## src/hw/rtl/srs_pkg.sv

```systemverilog
`default_nettype none
package srs_pkg;

   localparam int MAX_WINDOW  = 16;
   localparam int SLOT_AW     = $clog2(MAX_WINDOW);
   localparam int QUEUE_DEPTH = 1024;
   localparam int QUEUE_AW    = $clog2(QUEUE_DEPTH);
   localparam int PKT_W       = 160;
   localparam int SUM_GROUPS  = PKT_W / 32;

   localparam logic [1:0] OP_MSG     = 2'd0;
   localparam logic [1:0] OP_ACK     = 2'd1;
   localparam logic [1:0] OP_TIMEOUT = 2'd2;

   localparam logic [2:0] KIND_SEND      = 3'd0;
   localparam logic [2:0] KIND_RESEND    = 3'd1;
   localparam logic [2:0] KIND_QUEUED    = 3'd2;
   localparam logic [2:0] KIND_DROPPED   = 3'd3;
   localparam logic [2:0] KIND_CORRUPT   = 3'd4;
   localparam logic [2:0] KIND_ACK       = 3'd5;
   localparam logic [2:0] KIND_UNMATCHED = 3'd6;

   localparam logic [4:0]  WINDOW_RESET = 5'd8;
   localparam logic [15:0] CKS_GOOD     = 16'hFFFF;

   typedef enum logic [3:0] {
      S_IDLE, S_DECODE, S_SUM, S_FOLD_SEQ, S_FOLD_SEQN, S_FOLD_ACKN, S_FOLD_PCKS,
      S_CHECK, S_ACK_SCAN, S_SLIDE, S_T_SCAN, S_T_LOAD, S_Q_READ, S_Q_LOAD, S_EMIT
   } state_type;

   typedef enum logic [2:0] {
      FOLD_NEXT, FOLD_TSEQ, FOLD_SEQN, FOLD_ACKN, FOLD_PCKS
   } fold_sel_type;

   typedef enum logic [1:0] {
      LOAD_NONE, LOAD_INPUT, LOAD_SLOT, LOAD_QUEUE
   } load_sel_type;

   typedef struct packed {
      logic [1:0]  op;
      logic [15:0] seq_number;
      logic [15:0] ack_number;
      logic [15:0] packet_checksum;
      logic [15:0] timeout_seq;
      logic [63:0] payload_low;
      logic [63:0] payload_mid;
      logic [31:0] payload_high;
   } req_item_type;

   typedef struct packed {
      logic [2:0]  kind;
      logic [15:0] seq_out;
      logic [15:0] checksum_out;
      logic [63:0] data_low;
      logic [63:0] data_mid;
      logic [31:0] data_high;
      logic [15:0] window_base;
      logic        last;
   } rsp_item_type;

   typedef struct packed {
      load_sel_type load_sel;
      logic         sum_step;
      logic         fold;
      fold_sel_type fold_sel;
      logic         scan_step;
      logic         mark_ack;
      logic         slide;
      logic         q_pop;
      logic         emit;
      logic [2:0]   kind;
      logic         last;
   } cmd_type;

   typedef struct packed {
      logic [1:0] op;
      logic       win_ok;
      logic       q_full;
      logic       sum_last;
      logic       ack_good;
      logic       scan_done;
      logic       scan_hit;
      logic       base_eq;
      logic       slide_ok;
      logic       drain_pending;
      logic       drain_more;
      logic       out_free;
   } status_type;

endpackage
`default_nettype wire

```

## src/hw/rtl/srs_ctrl.sv

```systemverilog
`default_nettype none
module srs_ctrl (
   input  wire logic               clock,
   input  wire logic               reset,
   input  wire logic               req_valid,
   output logic                    req_ready,
   input  wire srs_pkg::status_type st,
   output srs_pkg::cmd_type        cmd
);

   srs_pkg::state_type state_ff, state_in;
   logic [2:0]         kind_ff, kind_in;
   logic               drain_ff, drain_in;
   logic               ack_base_ff, ack_base_in;
   logic               last;

   // Only ack results and sends out of the queue can be followed by more sends.
   // An acknowledgment drains the queue only when it matched the window base.
   always_comb begin
      if (kind_ff == srs_pkg::KIND_ACK) begin
         last = !(ack_base_ff && st.drain_pending);
      end else if (kind_ff == srs_pkg::KIND_SEND && drain_ff) begin
         last = !st.drain_more;
      end else begin
         last = 1'b1;
      end
   end

   always_comb begin
      state_in    = state_ff;
      kind_in     = kind_ff;
      drain_in    = drain_ff;
      ack_base_in = ack_base_ff;
      case (state_ff)
         srs_pkg::S_IDLE: begin
            drain_in    = 1'b0;
            ack_base_in = 1'b0;
            if (req_valid) state_in = srs_pkg::S_DECODE;
         end
         srs_pkg::S_DECODE: begin
            case (st.op)
               srs_pkg::OP_MSG: begin
                  if (st.win_ok) begin
                     state_in = srs_pkg::S_SUM;
                  end else begin
                     kind_in  = st.q_full ? srs_pkg::KIND_DROPPED : srs_pkg::KIND_QUEUED;
                     state_in = srs_pkg::S_EMIT;
                  end
               end
               srs_pkg::OP_ACK:     state_in = srs_pkg::S_SUM;
               srs_pkg::OP_TIMEOUT: state_in = srs_pkg::S_T_SCAN;
               default:             state_in = srs_pkg::S_IDLE;
            endcase
         end
         srs_pkg::S_SUM: begin
            if (st.sum_last) begin
               if (drain_ff || st.op != srs_pkg::OP_ACK) state_in = srs_pkg::S_FOLD_SEQ;
               else state_in = srs_pkg::S_FOLD_SEQN;
            end
         end
         srs_pkg::S_FOLD_SEQ: begin
            kind_in  = (drain_ff || st.op == srs_pkg::OP_MSG) ? srs_pkg::KIND_SEND
                                                              : srs_pkg::KIND_RESEND;
            state_in = srs_pkg::S_EMIT;
         end
         srs_pkg::S_FOLD_SEQN: state_in = srs_pkg::S_FOLD_ACKN;
         srs_pkg::S_FOLD_ACKN: state_in = srs_pkg::S_FOLD_PCKS;
         srs_pkg::S_FOLD_PCKS: state_in = srs_pkg::S_CHECK;
         srs_pkg::S_CHECK: begin
            if (st.ack_good) begin
               state_in = srs_pkg::S_ACK_SCAN;
            end else begin
               kind_in  = srs_pkg::KIND_CORRUPT;
               state_in = srs_pkg::S_EMIT;
            end
         end
         srs_pkg::S_ACK_SCAN: begin
            if (st.scan_done || st.scan_hit) begin
               kind_in     = srs_pkg::KIND_ACK;
               ack_base_in = st.base_eq;
               state_in    = st.base_eq ? srs_pkg::S_SLIDE : srs_pkg::S_EMIT;
            end
         end
         srs_pkg::S_SLIDE: begin
            if (!st.slide_ok) state_in = srs_pkg::S_EMIT;
         end
         srs_pkg::S_T_SCAN: begin
            if (st.scan_hit) begin
               state_in = srs_pkg::S_T_LOAD;
            end else if (st.scan_done) begin
               kind_in  = srs_pkg::KIND_UNMATCHED;
               state_in = srs_pkg::S_EMIT;
            end
         end
         srs_pkg::S_T_LOAD: state_in = srs_pkg::S_SUM;
         srs_pkg::S_Q_READ: begin
            drain_in = 1'b1;
            state_in = srs_pkg::S_Q_LOAD;
         end
         srs_pkg::S_Q_LOAD: state_in = srs_pkg::S_SUM;
         srs_pkg::S_EMIT: begin
            if (st.out_free) state_in = last ? srs_pkg::S_IDLE : srs_pkg::S_Q_READ;
         end
         default: state_in = srs_pkg::S_IDLE;
      endcase
   end

   always_comb begin
      cmd          = '0;
      cmd.load_sel = srs_pkg::LOAD_NONE;
      cmd.fold_sel = srs_pkg::FOLD_NEXT;
      cmd.kind     = kind_ff;
      cmd.last     = last;
      req_ready    = 1'b0;
      case (state_ff)
         srs_pkg::S_IDLE: begin
            req_ready = 1'b1;
            if (req_valid) cmd.load_sel = srs_pkg::LOAD_INPUT;
         end
         srs_pkg::S_SUM: cmd.sum_step = 1'b1;
         srs_pkg::S_FOLD_SEQ: begin
            cmd.fold     = 1'b1;
            cmd.fold_sel = (drain_ff || st.op == srs_pkg::OP_MSG) ? srs_pkg::FOLD_NEXT
                                                                  : srs_pkg::FOLD_TSEQ;
         end
         srs_pkg::S_FOLD_SEQN: begin
            cmd.fold     = 1'b1;
            cmd.fold_sel = srs_pkg::FOLD_SEQN;
         end
         srs_pkg::S_FOLD_ACKN: begin
            cmd.fold     = 1'b1;
            cmd.fold_sel = srs_pkg::FOLD_ACKN;
         end
         srs_pkg::S_FOLD_PCKS: begin
            cmd.fold     = 1'b1;
            cmd.fold_sel = srs_pkg::FOLD_PCKS;
         end
         srs_pkg::S_ACK_SCAN: begin
            cmd.scan_step = !st.scan_done && !st.scan_hit;
            cmd.mark_ack  = st.scan_hit;
         end
         srs_pkg::S_SLIDE: cmd.slide = st.slide_ok;
         srs_pkg::S_T_SCAN: cmd.scan_step = !st.scan_done && !st.scan_hit;
         srs_pkg::S_T_LOAD: cmd.load_sel = srs_pkg::LOAD_SLOT;
         srs_pkg::S_Q_READ: cmd.q_pop = 1'b1;
         srs_pkg::S_Q_LOAD: cmd.load_sel = srs_pkg::LOAD_QUEUE;
         srs_pkg::S_EMIT: cmd.emit = st.out_free;
         default: ;
      endcase
   end

   always_ff @(posedge clock) begin
      if (reset) begin
         state_ff    <= srs_pkg::S_IDLE;
         kind_ff     <= srs_pkg::KIND_SEND;
         drain_ff    <= 1'b0;
         ack_base_ff <= 1'b0;
      end else begin
         state_ff    <= state_in;
         kind_ff     <= kind_in;
         drain_ff    <= drain_in;
         ack_base_ff <= ack_base_in;
      end
   end

   a_drain_only_after_ack: assert property (@(posedge clock) disable iff (reset)
      (state_ff == srs_pkg::S_Q_READ) |-> (st.op == srs_pkg::OP_ACK))
      else $error("queue drain outside of an acknowledgment");

   a_emit_from_emit_state: assert property (@(posedge clock) disable iff (reset)
      cmd.emit |-> (state_ff == srs_pkg::S_EMIT && st.out_free))
      else $error("result issued outside the emit state");

   a_queue_load_follows_read: assert property (@(posedge clock) disable iff (reset)
      (state_ff == srs_pkg::S_Q_READ) |=> (state_ff == srs_pkg::S_Q_LOAD))
      else $error("queue read not followed by load");

endmodule
`default_nettype wire

```

## config.mk

```make
export PLATFORM = sky130hd
export DESIGN_NAME = srs_ctrl
export DESIGN_NICKNAME = d
export VERILOG_FILES = /design/src/hw/rtl/srs_pkg.sv /design/src/hw/rtl/srs_ctrl.sv
export SDC_FILE = /design/constraint.sdc
export NUM_CORES = 1
export LEC_CHECK = 0
export BUFFER_PORTS_ARGS = -buffer_cell sky130_fd_sc_hd__buf_2
export CAP_MARGIN = 20
export CORE_UTILIZATION = 46
export CTS_CLUSTER_SIZE = 8
export DETAILED_ROUTE_END_ITERATION = 16
export PLACE_DENSITY_LB_ADDON = 0.25
export REMOVE_ABC_BUFFERS = 1
export SKIP_CTS_REPAIR_TIMING = 1
export SYNTH_ARGS = -nofsm -noshare
export SYNTH_HDL_FRONTEND = slang
export SYNTH_SLANG_ARGS = --single-unit
```

## constraint.sdc

```tcl
create_clock -name clock -period 1.7 [get_ports clock]
set_input_delay 0.34 -clock clock [delete_from_list [all_inputs] [get_ports clock]]
set_output_delay 0.34 -clock clock [all_outputs]
set_load 0.01 [all_outputs]
```

==> results by stage, run 1 <==
Setup path:
- The start point of the critical path is state_ff[3].
- The worst register-to-register path begins at state_ff[2].
- The endpoint identified for the worst register-to-register timing path is state_ff[1].
- The critical path is of the reg2out type.
- The worst register-to-register path has a depth of 6.
- The minimum setup slack among reg-to-reg paths is 10 ps.
- STA classifies the critical path endpoint as an output pin.
- The peak fanout along the critical path is 8.
- At the worst endpoint, the required time is 1360 ps.
- The arrival time at the worst endpoint is 1440 ps.
- STA classifies the critical path startpoint as a register.

STA:
- The final worst setup slack is -76.4 ps.
- For the pin with the worst max-slew slack, the measured transition is 325 ps.
- The worst setup skew after layout is 13.9 ps.
- The number of pins exceeding their max-slew limit in the final report is 0.
- The post-route setup TNS is -163 ps.
- The smallest hold slack is 363 ps.
- Setup repair after global routing could not meet its margin everywhere.
- After layout, the worst path uses 104% of the clock period.
- The worst path in the final design needs a cycle of 1780 ps, including I/O delays and setup.
- Based on the critical path, the design can be clocked at up to 0.563 GHz.
- The relative slew slack is 78.1%.
- The number of failing hold endpoints at the final stage is 0.
- The number of setup violations in the final report is 4.

Yosys:
- The library cell with the highest instance count after synthesis is nor2_1.
- By area the synthesized netlist is led by dfxtp_1, a21oi_1, nor2_1.
- In the synthesized netlist the dominant register cell turns out to be dfxtp_1.
- Yosys mapped a number of flops with a built-in enable equal to 0.
- During synthesis, Yosys emitted a total of 0 warnings.
- The mapped netlist covers 951 µm².
- The share of Yosys cell area claimed by the top area cell type is 18.9%.
- The average instance in the mapped netlist occupies 6.94 µm².
- Ranked by instance count, the synthesized netlist is headed by nor2_1, a21oi_1, o21ai_0.
- The instance count of the mapped netlist is 137.
- The synthesized design contains 9 register bits.
- The number of distinct library cells after synthesis is 44.
- The share of async-settable or async-resettable flops after synthesis is 0%.
- The post-synthesis cell type with the largest combined area is dfxtp_1.
- The share of the Yosys chip area taken by registers is 18.9%.

Clocking:
- The worst-case clock buffer depth is 2.
- The root cell of the clock tree is clkbuf_4.
- The CTS tree is done.
- For the worst-skew pair, the clock arrives at the later sink with an insertion delay of 280 ps.
- TritonCTS created 3 clock buffers.
- The clock-pin slew of the registers on the worst-case setup and hold paths is 70 ps.
- Clock tree synthesis found a total of 9 sinks.
- The maximum level of the CTS H-tree is 1.

Cells and area:
- Registers take 195 µm².
- In the final layout, the multi-input gates occupy 772 µm².
- The count of non-filler cells in the finished layout is 209.
- The share of post-route cells with drive strength above 1 is 44.0%.
- The final instance area is 1410 µm².
- The share of the core filled with cells is 71.9%.
- The net count of the finished layout is 199.
- The final antenna diode count is 0.
- The synthesis-to-finish area growth is 48.3%.
- Counting the fill cells in the layout gives 177.

Power and ir drop:
- The internal power is 1100 µW.
- The sequential power share is 18.2%.
- The analysis attributes to cell leakage a power of 0.000623 µW.
- Dividing total power by cell area gives a power density of 1530 nW/µm².
- The worst-case IR drop observed on VDD is 0.913 mV.
- Summed over all nets, the switching power comes to 1050 µW.
- The clock power share is 8.2%.
- The switching share of power is 48.9%.
- The relative contribution of combinational cells to total power is 73.7%.

Floorplan:
- The number of core rows is 16.
- The die is 47.5 µm tall.
- The floorplan step defined a core boundary enclosing 1960 µm².
- 33 I/O pins were placed.
- The overall die area is 2250 µm².
- The horizontal die dimension is 47.5 µm.
- The initial standard-cell utilization of the core is 48.5%.

Placement:
- Input and output buffers added on the ports amount to 32.
- The HPWL after detailed placement is 2.41 mm.
- In this run the cell area measured after placement is 1220 µm².
- Routability-driven placement finished with a final weighted congestion of 0.911.
- The number of cells in the design after placement is 201.

Routing:
- The total wire length is 3.71 mm.
- The detailed-route DRC error count is 0.
- After detailed routing, the average wire length per cell comes to 17.7 µm.
- The total via count in the routed design is 1318.
- The number of nets still failing antenna checks after routing is 0.
- The number of search-and-repair iterations in the first detailed-routing pass is 6.
- The mean number of vias per cell is 6.31.
- The number of design-rule violations left by the first detailed-router iteration is 72.

GRT:
- The global-route wire length before repair is 4.79 mm.
- The global routing usage summed across all routing layers is 30.5%.
- The initial antenna violation count is 0.
- The via count of the first global-routing pass is 1032.
- The total grt overflow is 0.
- The largest net degree at the start of global routing is 22.

Status:
- The final reports fail on negative setup slack.
- The run finished, with violations left.

Min path:
- Counting instances, the worst hold path has a depth of 4.
- The beginning of the worst hold path is st[0].
- The type of the most critical hold path is in2reg.
- For hold timing, the worst endpoint is state_ff[2].

Flow run:
- The count of maximum capacitance violations is 0.
==> how the worst max path moves through the flow <==
stage	slack, ps	cells past startpoint	endpoint
final	-80	3	cmd[8]
after global routing	-130	3	cmd[8]
after CTS	-210	3	cmd[8]
after detailed placement	30	5	state_ff[2]
after global placement	70	3	cmd[8]
after floorplan	-90	5	state_ff[1]
==> cell type report <==
cell class                 count  area share, %
multi-input combinational    111           54.7
clock buffer                   4           1.86
sequential                     9           13.8
tap                           27           2.40
timing repair buffer          52           25.2
inverter                       6           1.95
==> critical path: stages (launching register included) <==
cell and delay [ps]:
dfxtp_4 390, or3b_4 420, nor3_4 170, buf_2 170
==> layer usage <==
layer  GRT usage, %  up-vias  share of wire (%)
li1               -      605                  -
met1           41.0      609                 40
met2           51.0       89                 50
met3           2.26       15                7.2
met4           10.9        0                2.8
met5              0        -                  0
==> state kept, by name, indices dropped and copies added, names as in the netlist <==
signal,cells
drain_ff,1
kind_ff,3
ack_base_ff,1
state_ff,4
==> placed cells by master, fill, tap and decap left out, drive strengths merged, types with 2 or more instances in the layout <==
cell	netlist	routed
o211ai	2	2
a21o	2	2
nor3	6	6
and2	2	2
o32ai	2	2
o311ai	2	2
nand3	4	4
nor4b	2	2
dfxtp	9	9
mux2i	2	2
o31ai	2	2
and3	2	2
or3	3	3
a21oi	14	14
clkbuf	3	5
nand2	8	8
nand4	2	2
inv	6	6
o41ai	2	2
nor2	15	15
nand3b	2	2
o21ai	10	10
nor2b	2	2
a31oi	4	4
nand2b	8	8
buf	8	51
==> logic make-up after synthesis <==
family                    share of synthesized area, %
AOI/OAI and AO/OA                                 29.7
xor gates and xnor gates                         0.921
buffers and inverters                             8.55
DFF                                               18.9
muxes                                             2.11
and+or+nand+nor                                   39.7
==> stage by stage <==
step                total power [µW]  worst slack (ps)
finish                          2160             -76.4
global route                    2260              -127
CTS                             1740              -214
detailed placement              1570              27.5
global placement                1550              67.9
floorplan                       1020             -87.3
==> power by group through the flow <==
stage / registers [µW] / logic (µW) / clock network [µW]
3_3_place_gp: 356 / 1200 / 0
2_1_floorplan: 435 / 588 / 0
5_1_grt: 398 / 1690 / 181
4_1_cts: 351 / 1220 / 173
3_5_place_dp: 356 / 1210 / 0
6_report: 392 / 1590 / 176
Note: power is estimated with default switching activity, not from simulation.
==> run 2: changes to the inputs <==
--- a/config.mk
+++ b/config.mk
@@ -13,6 +13,7 @@
 export PLACE_DENSITY_LB_ADDON = 0.25
 export REMOVE_ABC_BUFFERS = 1
 export SKIP_CTS_REPAIR_TIMING = 1
+export SLEW_MARGIN = 25
 export SYNTH_ARGS = -nofsm -noshare
 export SYNTH_HDL_FRONTEND = slang
 export SYNTH_SLANG_ARGS = --single-unit
==> constraint.sdc (replaced) <==
create_clock -name clock -period 1.7 [get_ports clock]
set_input_delay 0.34 -clock clock [delete_from_list [all_inputs] [get_ports clock]]
set_output_delay 0.34 -clock clock [all_outputs]
set_load 0.02 [all_outputs]
==> results by stage, run 2 (synthesized netlist as in run 1, its figures left out) <==
Clocking:
- The number of CTS-inserted buffers is 3 (unchanged).
- The number of sinks handled by clock tree synthesis is 9 (unchanged).
- The clock latency on the worst-skew pair came to 260 ps (-20 ps).
- The worst-case clock buffer depth is 2 (unchanged).
- The maximum level of the CTS H-tree is 1 (unchanged).
- The clock-pin slew of the registers on the worst-case setup and hold paths is 60 ps (about the same).
- TritonCTS built the clock tree.
- In this run the clock root is driven by a clkbuf_4.

Floorplan:
- The number of core rows was 16 (unchanged).
- The overall die area was 2250 µm² (unchanged).
- The area of the placeable core came to 1960 µm² (unchanged).
- The I/O pin total was 33 (unchanged).
- The horizontal die dimension is 47.5 µm (unchanged).
- The chip height is 47.5 µm (unchanged).
- The initial standard-cell utilization of the core came to 48.5% (unchanged).

GRT:
- The global routing usage summed across all routing layers was 28.4% (-2.1 points).
- The global-route wire length before repair is 4.55 mm (-4.9%).
- The largest net degree at the start of global routing was 22 (unchanged).
- The via count of the first global-routing pass is 1007 (-2.4%).
- The total grt overflow was 0 (unchanged).
- The initial antenna violation count is 0 (unchanged).

STA:
- Setup repair after global routing could not meet its margin everywhere.
- The shortest clock period the worst path allows after layout is 1780 ps (+7.84 ps).
- The number of failing hold endpoints at the final stage is 0 (unchanged).
- The part of the cycle the worst path needs came to 105% (+0.46 points).
- The worst setup skew after layout is 1.45 ps (-12.5 ps).
- The number of pins exceeding their max-slew limit in the final report is 0 (unchanged).
- The slew of the pin with the lowest slew margin is 368 ps (+43.6 ps).
- The number of setup violations in the final report is 3 (-1).
- The relative slew slack was 75.1% (-3.0 points).
- The final worst setup slack came to -84.2 ps (-7.84 ps).
- The fmax is 0.560 GHz (-0.44%).
- The smallest hold slack is 385 ps (+21.4 ps).

Routing:
- The mean number of vias per cell is 6.35 (+0.75%).
- The total via count in the routed design came to 1366 (+3.6%).
- The number of nets still failing antenna checks after routing is 0 (unchanged).
- The number of design-rule violations left by the first detailed-router iteration is 92 (+28%).
- The average routed wire per standard cell is 16.5 µm (-6.8%).
- The number of search-and-repair iterations in the first detailed-routing pass is 7 (+1).
- The detailed-route DRC error count is 0 (unchanged).
- The total wire length is 3.55 mm (-4.2%).

Setup path:
- The peak fanout along the critical path is 6 (-2).
- The endpoint required time on the critical path came to 1360 ps (about the same).
- The minimum setup slack among reg-to-reg paths is 0 ps (about the same).
- The type of destination of the critical path is an output pin.
- The class of the most critical setup path is reg2out.
- The arrival time at the worst endpoint was 1440 ps (about the same).
- The kind of start point of the critical path is a register.

Status:
- The final reports fail on negative setup slack.
- The flow ran to the end, but the final reports show violations.

Placement:
- The weighted congestion reported at the end of routability-driven placement is 0.951 (+4.4%).
- The HPWL after detailed placement came to 2.31 mm (-4.5%).
- The count of buffers from port buffering came to 32 (unchanged).

Cells and area:
- The net count reported at finish came to 205 (+3.0%).
- The share of post-route cells with drive strength above 1 is 47.3% (+3.4 points).
- The largest registers in the layout are state_ff: 4 flops, kind_ff: 3 flops.
- The synthesis-to-finish area growth is 61.4%.
- The flip-flop count of the largest register after layout was 4 (unchanged).
- The library cell used most frequently in the layout, excluding fill and tap cells, is buf_4.
- The register with the most flip-flops is state_ff.
- The final antenna diode count is 0 (unchanged).
- The share of the core filled with cells is 78.3% (+6.4 points).
- In the layout the commonest cells are buf_4, buf_2, nor2_1, a21oi_1, o21ai_0.

Power and ir drop:
- The maximum vdd ir drop was 0.894 mV (-2.0%).
- The leakage power summed over all cells is 0.000666 µW (+6.9%).
- The power density normalized to cell area is 1550 nW/µm² (+1.3%).

Flow run:
- The count of maximum capacitance violations came to 0 (unchanged).

Min path:
- The type of the most critical hold path is in2reg.
-- run 2: changes by cell type in the layout (fill, tap and decap cells not counted), moves of 2 or more --
cell	before	now
inv_4	2	0
nor2_2	0	2
buf_6	2	8
buf_2	32	21
buf_4	15	26
nor2_1	14	12
-- run 2: final cells by class --
type                       instances  area [µm²]
inverter                           6        27.5
multi-input combinational        111         797
timing repair buffer              58         455
clock buffer                       4        26.3
fill                             153         427
tap                               27        33.8
sequential                         9         195
-- run 2: stage by stage --
| step | area, µm² | std cells | setup WS (ps) | TNS (ps) | power (µW) |
|---|---|---|---|---|---|
| finish | 1540 | 215 | -84.2 | -140 | 2380 |
| global placement | 1250 | 204 | 72.4 | 0 | 1690 |
| floorplan | 892 | 126 | -218 | -983 | 1100 |
| global route | 1540 | 215 | -138 | -787 | 2520 |
| detailed placement | 1250 | 204 | 41.5 | 0 | 1690 |
| CTS | 1280 | 208 | -226 | -1340 | 1860 |
-- run 2: routing by layer --
metal	up-vias	wire length (µm)	global-route usage [%]
li1	618	-	-
met1	621	1410	39.0
met2	110	1690	45.2
met3	17	360	4.53
met4	0	91	9.14
met5	-	0	0
-- run 2: path summary, 6_finish.rpt --
kind | startpoint | to | cells after the start
worst max register to register | state_ff[2] | state_ff[3] | 7
worst min-delay path | st[4] | ack_base_ff | 3
worst min register to register | ack_base_ff | ack_base_ff | 2
worst max-delay path | state_ff[2] | cmd[8] | 3
-- run 2: worst max-delay path, stage by stage, from the launching register on --
cell     delay, ps
dfxtp_4        370
or3b_4         430
nor3_4         220
buf_6          160
-- run 2: report_power, final --
part,internal [µW],switching [µW]
Combinational,871,959
Sequential,288,93.6
Clock,90.5,74.9
Total,1250,1130
==> run 3: changes to the inputs <==
--- a/config.mk
+++ b/config.mk
@@ -7,7 +7,9 @@
 export LEC_CHECK = 0
 export BUFFER_PORTS_ARGS = -buffer_cell sky130_fd_sc_hd__buf_2
 export CAP_MARGIN = 20
-export CORE_UTILIZATION = 46
+export CORE_ASPECT_RATIO = 2
+export CORE_UTILIZATION = 25
+export CTS_BUF_LIST = sky130_fd_sc_hd__clkbuf_4 sky130_fd_sc_hd__clkbuf_8 sky130_fd_sc_hd__clkbuf_16
 export CTS_CLUSTER_SIZE = 8
 export DETAILED_ROUTE_END_ITERATION = 16
 export PLACE_DENSITY_LB_ADDON = 0.25
==> results by stage, run 3 (synthesized netlist as in run 1, its figures left out) <==
Status:
- The final reports fail on negative setup slack.
- The run finished, with violations left.

Setup path:
- The minimum setup slack among reg-to-reg paths was 50 ps (+50 ps).
- STA classifies the critical path endpoint as an output pin.
- The arrival time at the worst endpoint came to 1410 ps (-30 ps).
- The count of buffering cells on the critical path with inverters included is 1 (unchanged).
- In this run the critical register-to-register path is launched from state_ff[3].
- The peak per-stage delay on the critical path was 420 ps (about the same).
- The class of the most critical setup path is reg2out.
- The endpoint required time on the critical path was 1360 ps (about the same).
- Walking the worst path, the cells encountered are or3b_4, nor3_4, buf_6.
- The slowest stage of the critical path is the or3b_4 cell.
- The peak fanout along the critical path came to 6 (unchanged).
- STA classifies the critical path startpoint as a register.
- The worst reg-to-reg path cell count is 6 (-1).
- The destination of the worst register-to-register timing path is state_ff[2].
- The kind of cell adding the most delay to the critical path is simple AND/OR/NAND/NOR gates.

Cells and area:
- The final instance area is 1480 µm² (-3.5%).
- In the final layout, the registers with the most flip-flops are state_ff: 4 flops, kind_ff: 3 flops.
- The count of non-filler cells in the finished layout came to 233 (+8.4%).
- The filler cell count in the final layout was 384 (+150%).
- The most common library cell in the layout ignoring fill and taps is buf_2.
- The net count reported at finish was 201 (-2.0%).
- Counting flops per register, the top entry is state_ff.
- The final antenna diode count was 0 (unchanged).
- The library cells used most frequently in the layout, excluding fill and tap cells, are buf_2, buf_4, nor2_1, a21oi_1, o21ai_0.
- The flip-flop count of the largest register after layout came to 4 (unchanged).
- The synthesis-to-finish area growth is 55.8%.
- The share of post-route cells with drive strength above 1 came to 46.2% (-1.1 points).

Floorplan:
- The overall die area is 4070 µm² (+81%).
- The horizontal die dimension is 45.6 µm (-3.9%).
- The I/O pin total is 33 (unchanged).
- The area of the placeable core was 3610 µm² (+84%).
- The chip height came to 89.2 µm (+88%).
- The number of core rows came to 31 (+15).
- The initial standard-cell utilization of the core is 26.4% (-22 points).

STA:
- The fmax is 0.572 GHz (+2.0%).
- The post-route setup TNS was -110 ps (+29.5 ps).
- The slew of the pin with the lowest slew margin was 458 ps (+89.7 ps).
- Setup repair after global routing could not meet its margin everywhere.
- The shortest clock period the worst path allows after layout is 1750 ps (-35.0 ps).
- The final worst setup slack is -49.2 ps (+35.0 ps).
- The number of failing hold endpoints at the final stage was 0 (unchanged).
- The relative slew slack is 69.1% (-6.0 points).
- The number of setup violations in the final report is 5 (+2).
- The worst setup skew after layout came to 1.20 ps (-0.248 ps).
- The number of pins exceeding their max-slew limit in the final report is 0 (unchanged).
- The part of the cycle the worst path needs was 103% (-2.1 points).

GRT:
- The largest net degree at the start of global routing came to 17 (-23%).
- The global routing usage summed across all routing layers is 18.4% (-10 points).
- The initial antenna violation count is 0 (unchanged).
- The total grt overflow is 0 (unchanged).
- The global-route wire length before repair was 5.42 mm (+19%).
- The via count of the first global-routing pass is 1192 (+18%).

Power and ir drop:
- The total power came to 2230 µW (-6.3%).
- The leakage power summed over all cells is 0.000651 µW (-2.2%).
- The power density normalized to cell area is 1500 nW/µm² (-2.9%).
- The maximum vdd ir drop came to 0.642 mV (-28%).

Clocking:
- The clock-pin slew of the registers on the worst-case setup and hold paths was 40 ps (-20 ps).
- The number of sinks handled by clock tree synthesis is 9 (unchanged).
- The tree is rooted in a clkbuf_8.
- The maximum level of the CTS H-tree came to 1 (unchanged).
- The worst-case clock buffer depth is 2 (unchanged).
- The CTS tree is done.
- The number of CTS-inserted buffers is 3 (unchanged).
- The clock latency on the worst-skew pair is 230 ps (-30 ps).

Routing:
- The number of search-and-repair iterations in the first detailed-routing pass is 4 (-3).
- The average routed wire per standard cell is 15.4 µm (-6.8%).
- The number of nets still failing antenna checks after routing is 0 (unchanged).
- The mean number of vias per cell is 5.28 (-17%).
- The total wire length is 3.59 mm (+1.0%).
- The detailed-route DRC error count is 0 (unchanged).
- The number of design-rule violations left by the first detailed-router iteration is 31 (-66%).
- The total via count in the routed design is 1230 (-10%).

Placement:
- The worst-case setup slack after placement came to -8.37 ps (-49.8 ps).
- The HPWL after detailed placement was 2.81 mm (+22%).
- The number of cells in the design after placement is 227 (+11%).
- The count of buffers from port buffering is 32 (unchanged).
- The placed standard-cell area is 1260 µm² (+0.80%).
- The weighted congestion reported at the end of routability-driven placement is 0.904 (-5.0%).

Min path:
- The number of cells on the worst hold path is 4 (+1).
- The startpoint identified for the worst hold timing path is st[0].
- The sink of the worst hold path is state_ff[2].
- The type of the most critical hold path is in2reg.

Flow run:
- The count of maximum capacitance violations was 0 (unchanged).
## run 3: cell count changes in the layout (fill, tap and decap cells not counted), moves of 2 or more
cell / previous run / this run
buf_4: 26 / 19
clkbuf_4: 3 / 1
nor2_1: 12 / 14
clkbuf_8: 0 / 3
buf_2: 21 / 26
buf_12: 2 / 0
## run 3: worst max path at each step
| stage | start | end | cells past startpoint |
|---|---|---|---|
| floorplan | state_ff[3] | state_ff[1] | 5 |
| global placement | state_ff[1] | state_ff[2] | 7 |
| detailed placement | state_ff[2] | kind_ff[1] | 5 |
| CTS | state_ff[2] | cmd[8] | 3 |
| global route | state_ff[0] | cmd[8] | 3 |
| finish | state_ff[0] | cmd[8] | 3 |
## run 3: where the power goes
part | switching [µW] | internal [µW]
sequential | 106 | 285
clock | 84.2 | 179
combinational | 879 | 694
## run 3: routing by layer
| metal | wire length [µm] | track usage [%] | vias up | share of wire, % |
|---|---|---|---|---|
| met1 | 1390 | 20.2 | 577 | 39 |
| met4 | 93 | 9.92 | 0 | 2.6 |
| li1 | - | - | 605 | - |
| met2 | 1990 | 33.1 | 39 | 55 |
| met5 | 0 | 0 | - | 0 |
| met3 | 121 | 1.41 | 9 | 3.4 |
## run 3: worst min-delay path, stage by stage
cell and delay, ps:
buf_2 100, nor2_1 50, nand2_1 70, a32oi_1 60
## run 3: per-stage QoR
| step | hold WS, ps | util, % |
|---|---|---|
| final | 430 | 41.1 |
| after global routing | 454 | 41.1 |
| after CTS | 432 | 36.4 |
| after detailed placement | 481 | 35.0 |
| after global placement | 474 | 35.0 |
| after floorplan | 409 | - |
## run 3: final cells by class
cell class	count	area, µm²	share of cell area (%)
tap	49	61.3	4.14
timing repair buffer	54	374	25.3
inverter	6	25.0	1.69
multi-input combinational	111	779	52.6
sequential	9	193	13.0
clock buffer	4	48.8	3.29
